## src/design/rse_pkg.sv

```systemverilog
// ----------------------------------------------------------------------------
// rse_pkg: shared types and constants of the rpn stack evaluator
// request codes, status codes, default sizes and the alu request bundle
// ----------------------------------------------------------------------------
package rse_pkg;

	// default sizes of the stack and of one stored value
	localparam int STACK_DEPTH_DEF = 16;
	localparam int DATA_WIDTH_DEF  = 32;

	// fixed field widths of the stream beats
	localparam int OPV_W  = 32;
	localparam int TOP_W  = 32;
	localparam int CNT_W  = 5;
	localparam int STAT_W = 3;
	localparam int REQ_W  = 3;

	// token kinds
	typedef enum logic [REQ_W-1:0] {
		REQ_PUSH   = 3'd0,
		REQ_ADD    = 3'd1,
		REQ_SUB    = 3'd2,
		REQ_MUL    = 3'd3,
		REQ_DIV    = 3'd4,
		REQ_STORE  = 3'd5,
		REQ_RECALL = 3'd6,
		REQ_FINISH = 3'd7
	} req_type_t;

	// result status codes
	typedef enum logic [STAT_W-1:0] {
		ST_OK      = 3'd0,
		ST_UNDER   = 3'd1,
		ST_OVER    = 3'd2,
		ST_DIVZ    = 3'd3,
		ST_INVALID = 3'd4
	} status_t;

	// request from the sequencer to the shared alu
	typedef struct packed {
		logic      start;
		req_type_t op;
	} alu_req_t;

endpackage

```

## src/design/rse_stack_ram.sv

```systemverilog
// ----------------------------------------------------------------------------
// rse_stack_ram: operand stack storage
// one write port, two registered read ports
// ----------------------------------------------------------------------------
module rse_stack_ram #(
	parameter int DEPTH = rse_pkg::STACK_DEPTH_DEF,
	parameter int W     = rse_pkg::DATA_WIDTH_DEF,
	parameter int AW    = (DEPTH > 1) ? $clog2(DEPTH) : 1
) (
	input  logic          clk,
	input  logic          wr_en,
	input  logic [AW-1:0] wr_addr,
	input  logic [W-1:0]  wr_data,
	input  logic [AW-1:0] rd_addr_a,
	input  logic [AW-1:0] rd_addr_b,
	output logic [W-1:0]  rd_data_a,
	output logic [W-1:0]  rd_data_b
);

	logic [W-1:0] mem [DEPTH];

	// write and registered reads
	always_ff @(posedge clk) begin
		if (wr_en) begin
			mem[wr_addr] <= wr_data;
		end
		rd_data_a <= mem[rd_addr_a];
		rd_data_b <= mem[rd_addr_b];
	end

endmodule

```

## src/design/rse_alu.sv

```systemverilog
// ----------------------------------------------------------------------------
// rse_alu: shared iterative arithmetic unit
// one adder/subtractor serves add, subtract, shift-add multiply and
// restoring divide with sign fix-up; result comes with a one-cycle done
// ----------------------------------------------------------------------------
module rse_alu #(
	parameter int W = rse_pkg::DATA_WIDTH_DEF
) (
	input  logic              clk,
	input  logic              arst_n,
	input  rse_pkg::alu_req_t req,
	input  logic [W-1:0]      a,
	input  logic [W-1:0]      b,
	output logic              done,
	output logic [W-1:0]      result
);

	localparam int CW = $clog2(W);

	typedef enum logic [2:0] {
		A_IDLE,
		A_ADDSUB,
		A_MUL,
		A_NEGA,
		A_NEGB,
		A_DIV,
		A_NEGQ
	} alu_state_t;

	alu_state_t         state_q;
	rse_pkg::req_type_t op_q;
	logic [W-1:0]       a_q;
	logic [W-1:0]       b_q;
	logic [W-1:0]       acc_q;
	logic [CW-1:0]      cnt_q;
	logic               sign_q;
	logic               done_q;
	logic [W-1:0]       result_q;

	logic [W:0]   add_a;
	logic [W:0]   add_b;
	logic         add_sub;
	logic [W+1:0] sum;
	logic         carry;
	logic         last;

	// operand select of the shared adder
	always_comb begin
		add_a   = {1'b0, a_q};
		add_b   = {1'b0, b_q};
		add_sub = 1'b0;
		case (state_q)
			A_ADDSUB: begin
				add_sub = (op_q == rse_pkg::REQ_SUB);
			end
			A_MUL: begin
				add_a = {1'b0, acc_q};
				add_b = {1'b0, a_q};
			end
			A_NEGA, A_NEGQ: begin
				add_a   = '0;
				add_b   = {1'b0, a_q};
				add_sub = 1'b1;
			end
			A_NEGB: begin
				add_a   = '0;
				add_b   = {1'b0, b_q};
				add_sub = 1'b1;
			end
			A_DIV: begin
				add_a   = {acc_q, a_q[W-1]};
				add_b   = {1'b0, b_q};
				add_sub = 1'b1;
			end
			default: begin
				add_sub = 1'b0;
			end
		endcase
	end

	// the one adder; carry out set means no borrow on subtract
	assign sum   = {1'b0, add_a} + {1'b0, add_b ^ {(W+1){add_sub}}} + (W+2)'(add_sub);
	assign carry = sum[W+1];
	assign last  = (cnt_q == CW'(W - 1));

	// sequencer
	always_ff @(posedge clk or negedge arst_n) begin
		if (!arst_n) begin
			state_q  <= A_IDLE;
			op_q     <= rse_pkg::REQ_ADD;
			a_q      <= '0;
			b_q      <= '0;
			acc_q    <= '0;
			cnt_q    <= '0;
			sign_q   <= 1'b0;
			done_q   <= 1'b0;
			result_q <= '0;
		end else begin
			case (state_q)
				A_IDLE: begin
					done_q <= 1'b0;
					if (req.start) begin
						op_q   <= req.op;
						a_q    <= a;
						b_q    <= b;
						acc_q  <= '0;
						cnt_q  <= '0;
						sign_q <= a[W-1] ^ b[W-1];
						case (req.op)
							rse_pkg::REQ_ADD, rse_pkg::REQ_SUB: state_q <= A_ADDSUB;
							rse_pkg::REQ_MUL:                   state_q <= A_MUL;
							rse_pkg::REQ_DIV:                   state_q <= A_NEGA;
							default:                            state_q <= A_IDLE;
						endcase
					end
				end
				A_ADDSUB: begin
					result_q <= sum[W-1:0];
					done_q   <= 1'b1;
					state_q  <= A_IDLE;
				end
				// shift-add, low half of the product only
				A_MUL: begin
					if (b_q[0]) begin
						acc_q <= sum[W-1:0];
					end
					a_q    <= {a_q[W-2:0], 1'b0};
					b_q    <= {1'b0, b_q[W-1:1]};
					cnt_q  <= cnt_q + CW'(1);
					done_q <= last;
					if (last) begin
						result_q <= b_q[0] ? sum[W-1:0] : acc_q;
						state_q  <= A_IDLE;
					end
				end
				// magnitudes of dividend and divisor
				A_NEGA: begin
					done_q <= 1'b0;
					if (a_q[W-1]) begin
						a_q <= sum[W-1:0];
					end
					state_q <= A_NEGB;
				end
				A_NEGB: begin
					done_q <= 1'b0;
					if (b_q[W-1]) begin
						b_q <= sum[W-1:0];
					end
					state_q <= A_DIV;
				end
				// restoring divide, one quotient bit per cycle
				A_DIV: begin
					done_q <= 1'b0;
					acc_q  <= carry ? sum[W-1:0] : add_a[W-1:0];
					a_q    <= {a_q[W-2:0], carry};
					cnt_q  <= cnt_q + CW'(1);
					if (last) begin
						state_q <= A_NEGQ;
					end
				end
				// quotient sign, truncation toward zero
				A_NEGQ: begin
					result_q <= sign_q ? sum[W-1:0] : a_q;
					done_q   <= 1'b1;
					state_q  <= A_IDLE;
				end
				default: begin
					done_q  <= 1'b0;
					state_q <= A_IDLE;
				end
			endcase
		end
	end

	assign done   = done_q;
	assign result = result_q;

endmodule

```

## src/design/rpn_stack_evaluator_core.sv

```systemverilog
// ----------------------------------------------------------------------------
// rpn_stack_evaluator_core: reverse polish evaluator on a bounded stack
// tokens push, combine, store, recall and finish; one result beat per token
//
// channel  dir  signals                      beat contents (lowest bit up)
// s_*      in   s_tvalid s_tready s_tdata    operand_value[31:0]
//                s_tuser                     req_type[2:0]
// m_*      out  m_tvalid m_tready m_tdata    top_value[31:0] stack_count[4:0]
//                                            status[2:0]
//                m_tlast                     finished
//
// push, store, recall, finish and error cases go from the execute state straight to
// the response state; add, subtract, multiply and divide wait in the alu state,
// where the one shared adder of the alu steps multiply and divide a bit a cycle
// one token is in work at a time; s_tready is high only while idle, so the
// next token is taken at the earliest in the cycle after the result is registered
// a finished result waits in the output register while the next token is taken
// reset clears the stack pointer and the saved register; stack words are
// undefined until pushed
// ----------------------------------------------------------------------------
module rpn_stack_evaluator_core #(
	parameter int STACK_DEPTH = rse_pkg::STACK_DEPTH_DEF,
	parameter int DATA_WIDTH  = rse_pkg::DATA_WIDTH_DEF
) (
	input  logic        clk,
	input  logic        arst_n,
	input  logic        s_tvalid,
	output logic        s_tready,
	input  logic [31:0] s_tdata,   // operand_value[31:0]
	input  logic [2:0]  s_tuser,   // req_type[2:0]
	output logic        m_tvalid,
	input  logic        m_tready,
	output logic [39:0] m_tdata,   // top_value[31:0] stack_count[36:32] status[39:37]
	output logic        m_tlast    // finished
);

	localparam int AW = (STACK_DEPTH > 1) ? $clog2(STACK_DEPTH) : 1;
	localparam int PW = $clog2(STACK_DEPTH + 1);

	typedef enum logic [1:0] {
		S_IDLE,
		S_EXEC,
		S_ALU,
		S_RESP
	} seq_state_t;

	seq_state_t                   state_q;
	rse_pkg::req_type_t           op_q;
	logic [DATA_WIDTH-1:0]        arg_q;
	logic [PW-1:0]                sp_q;
	logic [DATA_WIDTH-1:0]        saved_q;
	logic [DATA_WIDTH-1:0]        res_top_q;
	rse_pkg::status_t             res_status_q;
	logic                         res_fin_q;
	rse_pkg::alu_req_t            alu_req_q;
	logic                         m_tvalid_q;
	logic [rse_pkg::TOP_W-1:0]    out_top_q;
	logic [rse_pkg::CNT_W-1:0]    out_cnt_q;
	logic [rse_pkg::STAT_W-1:0]   out_status_q;
	logic                         out_fin_q;

	logic                  wr_en;
	logic [AW-1:0]         wr_addr;
	logic [DATA_WIDTH-1:0] wr_data;
	logic [DATA_WIDTH-1:0] rd_x;
	logic [DATA_WIDTH-1:0] rd_y;
	logic                  alu_done;
	logic [DATA_WIDTH-1:0] alu_result;

	logic                  sp_empty;
	logic                  sp_full;
	logic                  sp_two;
	logic [DATA_WIDTH-1:0] top_cur;

	// stack status
	assign sp_empty = (sp_q == '0);
	assign sp_full  = (sp_q == PW'(STACK_DEPTH));
	assign sp_two   = (sp_q >= PW'(2));
	assign top_cur  = sp_empty ? '0 : rd_x;

	// stack write port
	always_comb begin
		wr_en   = 1'b0;
		wr_addr = AW'(sp_q);
		wr_data = arg_q;
		case (state_q)
			S_EXEC: begin
				if (op_q == rse_pkg::REQ_PUSH && !sp_full) begin
					wr_en = 1'b1;
				end
				if (op_q == rse_pkg::REQ_RECALL && !sp_full) begin
					wr_en   = 1'b1;
					wr_data = saved_q;
				end
			end
			S_ALU: begin
				wr_en   = alu_done;
				wr_addr = AW'(sp_q - PW'(2));
				wr_data = alu_result;
			end
			default: begin
				wr_en = 1'b0;
			end
		endcase
	end

	// top two entries, read continuously from the current pointer
	rse_stack_ram #(
		.DEPTH (STACK_DEPTH),
		.W     (DATA_WIDTH),
		.AW    (AW)
	) u_ram (
		.clk       (clk),
		.wr_en     (wr_en),
		.wr_addr   (wr_addr),
		.wr_data   (wr_data),
		.rd_addr_a (AW'(sp_q - PW'(1))),
		.rd_addr_b (AW'(sp_q - PW'(2))),
		.rd_data_a (rd_x),
		.rd_data_b (rd_y)
	);

	// shared arithmetic unit; top of stack is the right operand
	rse_alu #(
		.W (DATA_WIDTH)
	) u_alu (
		.clk    (clk),
		.arst_n (arst_n),
		.req    (alu_req_q),
		.a      (rd_y),
		.b      (rd_x),
		.done   (alu_done),
		.result (alu_result)
	);

	// token sequencer and output register
	always_ff @(posedge clk or negedge arst_n) begin
		if (!arst_n) begin
			state_q      <= S_IDLE;
			op_q         <= rse_pkg::REQ_PUSH;
			arg_q        <= '0;
			sp_q         <= '0;
			saved_q      <= '0;
			res_top_q    <= '0;
			res_status_q <= rse_pkg::ST_OK;
			res_fin_q    <= 1'b0;
			alu_req_q    <= '0;
			m_tvalid_q   <= 1'b0;
			out_top_q    <= '0;
			out_cnt_q    <= '0;
			out_status_q <= '0;
			out_fin_q    <= 1'b0;
		end else begin
			// output beat taken; the response state loads it itself
			if (m_tready && state_q != S_RESP) begin
				m_tvalid_q <= 1'b0;
			end
			// alu start is a single-cycle pulse out of the execute state
			if (state_q != S_EXEC) begin
				alu_req_q.start <= 1'b0;
			end
			case (state_q)
				S_IDLE: begin
					if (s_tvalid) begin
						op_q    <= rse_pkg::req_type_t'(s_tuser);
						arg_q   <= DATA_WIDTH'($signed(s_tdata));
						state_q <= S_EXEC;
					end
				end
				S_EXEC: begin
					res_fin_q <= (op_q == rse_pkg::REQ_FINISH);
					case (op_q)
						rse_pkg::REQ_PUSH: begin
							state_q <= S_RESP;
							if (sp_full) begin
								res_status_q <= rse_pkg::ST_OVER;
								res_top_q    <= top_cur;
							end else begin
								sp_q         <= sp_q + PW'(1);
								res_status_q <= rse_pkg::ST_OK;
								res_top_q    <= arg_q;
							end
						end
						rse_pkg::REQ_ADD, rse_pkg::REQ_SUB,
						rse_pkg::REQ_MUL, rse_pkg::REQ_DIV: begin
							if (!sp_two) begin
								res_status_q <= rse_pkg::ST_UNDER;
								res_top_q    <= top_cur;
								state_q      <= S_RESP;
							end else if (op_q == rse_pkg::REQ_DIV && rd_x == '0) begin
								res_status_q <= rse_pkg::ST_DIVZ;
								res_top_q    <= rd_x;
								state_q      <= S_RESP;
							end else begin
								res_status_q    <= rse_pkg::ST_OK;
								alu_req_q.start <= 1'b1;
								alu_req_q.op    <= op_q;
								state_q         <= S_ALU;
							end
						end
						rse_pkg::REQ_STORE: begin
							state_q <= S_RESP;
							if (sp_empty) begin
								res_status_q <= rse_pkg::ST_UNDER;
								res_top_q    <= '0;
							end else begin
								saved_q      <= rd_x;
								res_status_q <= rse_pkg::ST_OK;
								res_top_q    <= rd_x;
							end
						end
						rse_pkg::REQ_RECALL: begin
							state_q <= S_RESP;
							if (sp_full) begin
								res_status_q <= rse_pkg::ST_OVER;
								res_top_q    <= top_cur;
							end else begin
								sp_q         <= sp_q + PW'(1);
								res_status_q <= rse_pkg::ST_OK;
								res_top_q    <= saved_q;
							end
						end
						rse_pkg::REQ_FINISH: begin
							state_q <= S_RESP;
							if (sp_empty) begin
								res_status_q <= rse_pkg::ST_UNDER;
								res_top_q    <= '0;
							end else begin
								res_top_q    <= rd_x;
								res_status_q <= sp_two ? rse_pkg::ST_INVALID : rse_pkg::ST_OK;
								sp_q         <= '0;
							end
						end
						default: begin
							state_q      <= S_RESP;
							res_status_q <= rse_pkg::ST_OK;
							res_top_q    <= top_cur;
						end
					endcase
				end
				// pop two, push the alu result
				S_ALU: begin
					if (alu_done) begin
						sp_q      <= sp_q - PW'(1);
						res_top_q <= alu_result;
						state_q   <= S_RESP;
					end
				end
				// hand the result to the output register once it is free
				S_RESP: begin
					if (!m_tvalid_q || m_tready) begin
						m_tvalid_q   <= 1'b1;
						out_top_q    <= rse_pkg::TOP_W'(res_top_q);
						out_cnt_q    <= rse_pkg::CNT_W'(sp_q);
						out_status_q <= res_status_q;
						out_fin_q    <= res_fin_q;
						state_q      <= S_IDLE;
					end
				end
				default: begin
					state_q <= S_IDLE;
				end
			endcase
		end
	end

	assign s_tready = (state_q == S_IDLE);
	assign m_tvalid = m_tvalid_q;
	assign m_tdata  = {out_status_q, out_cnt_q, out_top_q};
	assign m_tlast  = out_fin_q;

	// stack pointer stays within the stack
	a_sp_range: assert property (@(posedge clk) disable iff (!arst_n)
		sp_q <= PW'(STACK_DEPTH))
		else $error("stack pointer beyond depth");

	// alu answers only while the sequencer waits for it
	a_alu_done: assert property (@(posedge clk) disable iff (!arst_n)
		alu_done |-> state_q == S_ALU)
		else $error("alu done outside alu wait");

	// a finish result always leaves an empty stack
	a_fin_empty: assert property (@(posedge clk) disable iff (!arst_n)
		(m_tvalid_q && out_fin_q) |-> out_cnt_q == '0)
		else $error("finish result with entries left");

	// an output beat held under stall is not overwritten
	a_out_hold: assert property (@(posedge clk) disable iff (!arst_n)
		(m_tvalid_q && !m_tready) |=> $stable(out_top_q) && $stable(out_status_q))
		else $error("stalled result changed");

endmodule

```

## config.mk

```make
export PLATFORM = sky130hd
export DESIGN_NAME = rpn_stack_evaluator_core
export DESIGN_NICKNAME = d
export VERILOG_FILES = /design/src/design/rse_pkg.sv /design/src/design/rse_stack_ram.sv /design/src/design/rse_alu.sv /design/src/design/rpn_stack_evaluator_core.sv
export SDC_FILE = /design/constraint.sdc
export NUM_CORES = 2
export LEC_CHECK = 0
export BUFFER_PORTS_ARGS = -buffer_cell sky130_fd_sc_hd__buf_2
export CAP_MARGIN = 10
export CORE_MARGIN = 2
export CORE_UTILIZATION = 54
export CTS_CLUSTER_SIZE = 40
export DETAILED_ROUTE_END_ITERATION = 8
export PLACE_DENSITY = 0.7
export SLEW_MARGIN = 15
export SYNTH_ARGS = -nofsm -noshare
export SYNTH_HDL_FRONTEND = slang
export SYNTH_SLANG_ARGS = --single-unit
```

## constraint.sdc

```tcl
create_clock -name clk -period 6.11 [get_ports clk]
set_input_delay 1.5275 -clock clk [delete_from_list [all_inputs] [get_ports clk]]
set_output_delay 1.5275 -clock clk [all_outputs]
set_load 0.05 [all_outputs]
```

==> impl_metrics.ini <==
[timing]
tightest_slew_ns = 1.15
finalHoldViolCount = 0
skew_ns = 0.0410
setup_tns_ns = 0
setup_viol = 0
slew_viol_final = 0
period_needed_ns = 5.15
post-route-period-util_pct = 84.3
rsz0062_at_grt = no
max_freq_mhz = 194
maxSlewHeadroom_pct = 23.1

[logic_synthesis]
ys_seq_elements = 873
yosysWarningCount = 0
synth_top_family_by_area = multiplexers
synth-compound-area-share_pct = 11.7
syn_inst = 3092
synth_cell_type_count = 80
yosys.area_share.adder_pct = 1.32
yosys-top-cells-count = 512 x edfxtp_1, 320 x mux4_2, 296 x dfrtp_1, 237 x nor2_1, 204 x clkbuf_1
post-synth-top-count-cell = edfxtp_1
synth_edf_count = 512
synth_top_cell_area_share_pct = 35.6
syn_area_mm2 = 0.0432
synthXorXnorAreaFrac_pct = 1.36
synth_top_cell_by_area = edfxtp_1
yosys-top-cells-area = edfxtp_1 36%, dfrtp_1 17%, mux4_2 17%, dfxtp_1 3.0%, mux2_2 2.8%
synth-simple-area-share_pct = 5.60
synth_fp_nets = 3176
avgSynthCellArea_um2 = 14.0
synth_mux_area_share_pct = 21.7
ys.flop_type = edfxtp_1
synthArstFlopShare_pct = 34.0
ys_seq_area_share_pct = 55.8

[global_routing]
grt_max_degree = 151
grt_usage_pct = 33.1
grt_pass1_vias = 29653
antenna_found_initial = 6
grt_pass1_wl_mm = 200
overflow = 0

[worst_setup_path]
crit_fanout = 21
crit_path_max_incr_delay_ns = 0.71
path_cells = a21boi_4, mux2_4, mux2i_4, inv_2, fa_1, nor2b_1, o21ai_0, a21oi_1, nor3_1, nor3_1, xor2_1, a21o_1, nand2_1, a31oi_1
cp-start-kind = register
cp_num_buf_inv = 1
timing.rr.end = u_alu.result[16]
critical_path_arrival_ns = 5.72
cpLargestDelayFamily = compound AO/OA/AOI/OAI gates
critPathSlowestCell = xor2_1
crit_top_cell = nor3_1
reg2reg_depth = 14
reg2reg_from = u_alu.state_q[1]
required_ns = 6.68
criticalPathCategory = register to register
cp-end-kind = register
ff2ff_setup_slack_ns = 0.96

[run]
maxCapViolCount = 0

[status]
status = finished with violations
violations = DRC

[finish]
syn_to_final_growth_pct = 11.7
drive_gt1_share_pct = 25.2
post-route-util_pct = 60.9
top_register = u_ram.mem
nets = 3189
largest_reg_flops = 512

[drt]
firstDrtPassIters = 9
antenna_left = 0
vias = 30231
wl_per_cell_um = 32.0
avgViaCountPerCell = 7.14
drc = 12
drtIter0Drc = 4873
drt-total-wl_mm = 136

[clocking]
cts.htree.levels = 3
cts_tree = yes
cts_sinks = 873
cts.clk_slew.worst_paths_ns = 0.06
cts_hold_buf = 0
clockBufferDepth = 3
clk_latency_ns = 0.68
postCtsResizedCells = 0
cts_setup_buffers = 0
cts_root_buffer = clkbuf_16
cts_inserted_buffers = 92

[worst_hold_path]
min_from = u_alu.op_q[0]
hold_end = u_alu.op_q[0]
hold_class = register to register
holdPathStages = 2

[place]
port_buffers = 81
place.detailed.hpwl_mm = 89.6
globalplace.congestion = 0.990

[floorplanning]
ioPinCount = 82
core_area_mm2 = 0.0791
rows = 103
dieWidth_um = 287
die_y_um = 287
dieArea_mm2 = 0.0822
initial_core_util_pct = 54.6
-- layer usage --
layer	vias up	GRT usage, %	routed length (µm)
met5	-	0	24
met3	351	7.81	15700
met2	2096	50.7	62600
met4	4	14.7	6570
met1	15440	45.5	50600
li1	12340	-	-
-- worst max-delay path by stage --
stage	slack, ns	endpoint	startpoint	depth (start not counted)
after global routing	0.74	u_alu.a_q[27]	u_alu.state_q[1]	15
final	0.96	u_alu.result[16]	u_alu.state_q[1]	14
after floorplan	1.25	u_ram.mem[0][0]	sp_q[0]	15
after detailed placement	1.09	u_alu.acc_q[8]	u_alu.state_q[1]	15
after CTS	1.08	u_alu.acc_q[8]	u_alu.state_q[1]	14
after global placement	1.15	u_alu.acc_q[8]	u_alu.state_q[2]	16
-- layout make-up --
cell class	instances	area, µm²
Antenna cell	1	2.50
Fill cell	5862	30900
Sequential cell	873	24100
Timing Repair Buffer	163	1140
Clock inverter	61	790
Multi-Input combinational cell	1936	18300
Tap cell	1050	1310
Clock buffer	111	2460
Inverter	39	146
-- placed cells by master (no fill, tap or decap), types with 74 or more instances in the layout --
master     Yosys  final
edfxtp_1     512    512
mux4_2       320    320
dfrtp_1      296    292
nor2_1       237    216
a21oi_1      200    198
nand2_1      172    170
mux2_2       108    108
o21ai_0      104    103
a22oi_1       95     95
clkbuf_16      0     93
mux2i_1       88     88
buf_2          1     80
a22o_1        77     77
buf_4          0     74
-- per-stage QoR --
step	std cells	instance area [µm²]	worst slack, ns	hold WS (ns)
final	4234	48200	0.962	0.462
after global routing	4233	48200	0.745	0.484
after CTS	4232	48200	1.08	0.462
after detailed placement	4060	44900	1.09	0.452
after global placement	4060	44900	1.15	0.450
after floorplan	3092	43200	1.25	0.436
-- kinds of logic after synthesis --
kind of cell / count (synthesis)
flip-flops: 873
AO/OA/AOI/OAI: 748
AND/OR/NAND/NOR: 556
multiplexers: 520
buffers and inverters: 283
XOR/XNOR: 67
adder cells (fa/ha/maj): 45
-- worst reg2reg max path, delay by kind of cell (launching register included) --
family	cells	cell delay (ns)
adders and majority gates	1	0.50
xor gates and xnor gates	1	0.71
DFF	1	0.69
muxes	2	0.63
AOI/OAI and AO/OA	5	1.57
buffers and inverters	1	0.09
and+or+nand+nor	4	0.86
Power is not shown: default switching activity piles up to over one toggle a cycle in this logic, so the estimate is an artifact.
